<file path="src/gha_pkg.sv">
// Package for the generational handle allocator: command and status codes,
// controller state type and the controller/datapath interface structs.
// No dependencies.
`default_nettype none

package gha_pkg;

  // Input command codes.
  localparam logic CMD_ALLOC   = 1'b0;
  localparam logic CMD_RELEASE = 1'b1;

  // Result status codes.
  localparam logic [1:0] ST_ALLOC    = 2'd0;
  localparam logic [1:0] ST_RELEASED = 2'd1;
  localparam logic [1:0] ST_FULL     = 2'd2;
  localparam logic [1:0] ST_REJECT   = 2'd3;

  // Controller states, one-hot.
  typedef enum logic [2:0] {
    S_IDLE = 3'b001,
    S_POP  = 3'b010,
    S_EXEC = 3'b100
  } gha_state_t;

  // Commands from the controller to the datapath.
  typedef struct packed {
    logic accept;     // input transaction taken, launch first reads
    logic pop_fetch;  // read slot memory at the popped index
    logic commit;     // write memories, update counters, load result
  } gha_cmd_t;

  // Status from the datapath to the controller.
  typedef struct packed {
    logic pop_pending;  // incoming command is an allocate served by the stack
    logic out_free;     // result register can take a new result this cycle
  } gha_sts_t;

endpackage

`default_nettype wire

</file>
<file path="src/gha_ctrl.sv">
// Controller state machine for the generational handle allocator.
// Depends on gha_pkg for the state type and command/status structs.
`default_nettype none

module gha_ctrl (
  input  wire logic              clk,
  input  wire logic              rst_n,
  input  wire logic              in_valid,
  output logic                   in_ready,
  input  wire gha_pkg::gha_sts_t sts,
  output gha_pkg::gha_cmd_t      cmd
);
  import gha_pkg::*;

  gha_state_t state_r;
  gha_state_t state_nxt;

  assign in_ready = (state_r == S_IDLE);

  // Next state and command decode.
  always_comb begin
    state_nxt     = state_r;
    cmd.accept    = 1'b0;
    cmd.pop_fetch = 1'b0;
    cmd.commit    = 1'b0;
    unique case (state_r)
      S_IDLE: begin
        if (in_valid) begin
          cmd.accept = 1'b1;
          state_nxt  = sts.pop_pending ? S_POP : S_EXEC;
        end
      end
      S_POP: begin
        cmd.pop_fetch = 1'b1;
        state_nxt     = S_EXEC;
      end
      S_EXEC: begin
        if (sts.out_free) begin
          cmd.commit = 1'b1;
          state_nxt  = S_IDLE;
        end
      end
      default: begin
        state_nxt = S_IDLE;
      end
    endcase
  end

  // State register.
  always_ff @(posedge clk) begin
    if (!rst_n) begin
      state_r <= S_IDLE;
    end else begin
      state_r <= state_nxt;
    end
  end

endmodule

`default_nettype wire

</file>
<file path="config.mk">
export PLATFORM = sky130hd
export DESIGN_NAME = gha_ctrl
export DESIGN_NICKNAME = d
export VERILOG_FILES = /design/src/gha_pkg.sv /design/src/gha_ctrl.sv
export SDC_FILE = /design/constraint.sdc
export NUM_CORES = 1
export LEC_CHECK = 0
export ABC_AREA = 0
export BUFFER_PORTS_ARGS = -buffer_cell sky130_fd_sc_hd__clkbuf_2
export CORE_AREA = 2 2 39 41
export CTS_CLUSTER_DIAMETER = 150
export DETAILED_ROUTE_END_ITERATION = 16
export DIE_AREA = 0 0 41 43
export GPL_ROUTABILITY_DRIVEN = 0
export PLACE_DENSITY_LB_ADDON = 0.05
export SLEW_MARGIN = 15
export SYNTH_ARGS = -nofsm -noshare
export SYNTH_HDL_FRONTEND = slang
export SYNTH_SLANG_ARGS = --single-unit
</file>
<file path="constraint.sdc">
create_clock -name clk -period 1.4 [get_ports clk]
set_input_delay 0.28 -clock clk [delete_from_list [all_inputs] [get_ports clk]]
set_output_delay 0.28 -clock clk [all_outputs]
set_load 0.02 [all_outputs]
</file>
==> out/metrics.yaml <==
synth_seq_cells: 3
total_power_uw: 294
numCtsBuffers: 3
dieArea_mm2: 0.00176
h-tree-depth: 1
synth_commonest_cells: "dfxtp_1, nor2_1"
crit_family: "simple AND/OR/NAND/NOR gates"
relSlewSlack_pct: 85.5
grt_pass1_wl_um: 565
ant_nets: 0
fmax_ghz: 0.741
synth_cells: 15
max_stage_delay_ns: 0.33
die_h_um: 43
p_leak_uw: 0.000104
hold_buffers: 0
core_mm2: 0.00138
synth-edff-count: 0
rsz0062_at_grt: "yes"
post-route-cell-area_um2: 236
vias_per_cell: 3.53
ys_top_cells_by_area: "dfxtp_1, nor4bb_1, or4b_1"
post_cts_buffers: 0
max_cap_violations: 0
tightest_slew_ns: 0.214
clockRootBuffer: "clkbuf_4"
synthDistinctLibCells: 12
ys.flop_type: "dfxtp_1"
area.growth.synth_to_final_pct: 71.8
vdd_drop_max_mv: 0.337
post-route-period-util_pct: 96.4
die_x_um: 41
dr.pass1.iters: 1
placed_cells: 39
largest_reg_flops: 3
finalSetupViolations: 0
status: "finished clean"
fin_nets: 33
clk_pin_slew_ns: 0.04
drt_iter0_markers: 0
num_antenna_cells: 0
cts_tree: "done"
cts_sinks: 3
start_kind: "flip-flop"
detailed_place_hpwl_um: 306
yosysTopAreaCell: "dfxtp_1"
synth_area_per_cell_um2: 9.18
powerDensity_mw_per_mm2: 1240
clock_latency_ns: 0.23
port_buffers: 8
wl_um: 389
wire_per_inst_um: 9.05
cts.path.max_buffers: 2
synth_top_area_share_pct: 43.6
ioPinCount: 9
row_count: 14
initial_core_util_pct: 9.95
critPathMaxFanout: 5
synth_nets: 20
synth-seq-area-share_pct: 43.6
antenna_found_initial: 0
synthArstFlopShare_pct: 0
cp_num_buf_inv: 1
stdcell_count: 43
drc: 0
critPathArrivalTime_ns: 1.07
hp-class: "input port to flip-flop"
end_kind: "primary output"
critPathKind: "flip-flop to primary output"
yosysWarnings: 0
fin_skew_ns: 0.00207
synth_most_common_cell: "dfxtp_1"
overflow: 0
grt_pass1_vias: 139
hold_violations: 0
fin_crit_ns: 1.35
place_area_um2: 198
layout-drive-gt1-share_pct: 55.6
top_regs: "state_r (3)"
regMostFlops: "state_r"
vias: 152
slew_violations: 0
path_cells: "nand3b_1 > nor2_2 > buf_6"
netlist_area_um2: 138
cp_slowest_cell: "dfxtp_2"
grtUsageTotal_pct: 5.61
grt_max_degree: 8
crit_required_ns: 1.12
worst paths after layout:
path / from / endpoint / slack, ns / cells past startpoint
min reg2reg: state_r[2]$_SDFFE_PN0P_ / state_r[0]$_SDFFE_PN1P_ / 0.62 / 2
min: rst_n / state_r[0]$_SDFFE_PN1P_ / 0.23 / 2
max reg2reg: state_r[1]$_SDFFE_PN0P_ / state_r[0]$_SDFFE_PN1P_ / 0.22 / 3
max: state_r[1]$_SDFFE_PN0P_ / cmd[2] / 0.05 / 3
cell type report:
type	instances	area [µm²]
fill	165	1150
multi-input combinational	12	80.1
clock buffer	4	26.3
timing repair buffer	8	46.3
sequential	3	63.8
tap	16	20.0
where the power goes:
part	internal [µW]	switching [µW]	total (µW)	leakage (µW)
sequential	92.3	6.76	99.0	0.0000252
combinational	21.2	21.9	43.0	0.0000640
clock	107	44.7	152	0.0000150
kinds of logic (layout without fill, tap and decap cells):
kind of cell    count (synthesis)  count (layout)  synth area share, %
flops                           3               3                 43.6
buf+inv                         0              12                    0
simple gates                    9               9                 43.6
compound gates                  3               3                 12.7
repair_timing:
item	in CTS	in global routing
resized for setup	1	7
pin swaps	0	1
endpoints found under the setup margin	2	2
through the flow:
step	setup TNS [ns]	util, %	setup slack, ns	hold slack (ns)
after floorplan	0	-	0.0597	0.356
after global placement	0	14.3	0.189	0.476
after detailed placement	0	14.3	0.171	0.477
after CTS	-0.0167	16.3	-0.0167	0.230
after global routing	-0.0216	17.1	-0.0216	0.249
final	0	17.1	0.0500	0.234
cell usage in the layout (no fill, tap or decap), drive strengths merged:
| master | count |
|---|---|
| clkbuf | 10 |
| nand2b | 1 |
| nor2 | 2 |
| o21ai | 2 |
| nor3b | 1 |
| nor3 | 1 |
| buf | 2 |
| nor4bb | 1 |
| o21a | 1 |
| or4b | 1 |
| nand3b | 1 |
| and3 | 1 |
| dfxtp | 3 |
per-layer routing:
metal	track usage, %	vias to the layer above	wire length (µm)
met3	1.57	0	50
met2	5.94	8	171
li1	-	82	-
met4	10.0	0	0
met1	6.05	62	167
met5	0	-	0
No activity file was read; power rests on OpenSTA's default activity.
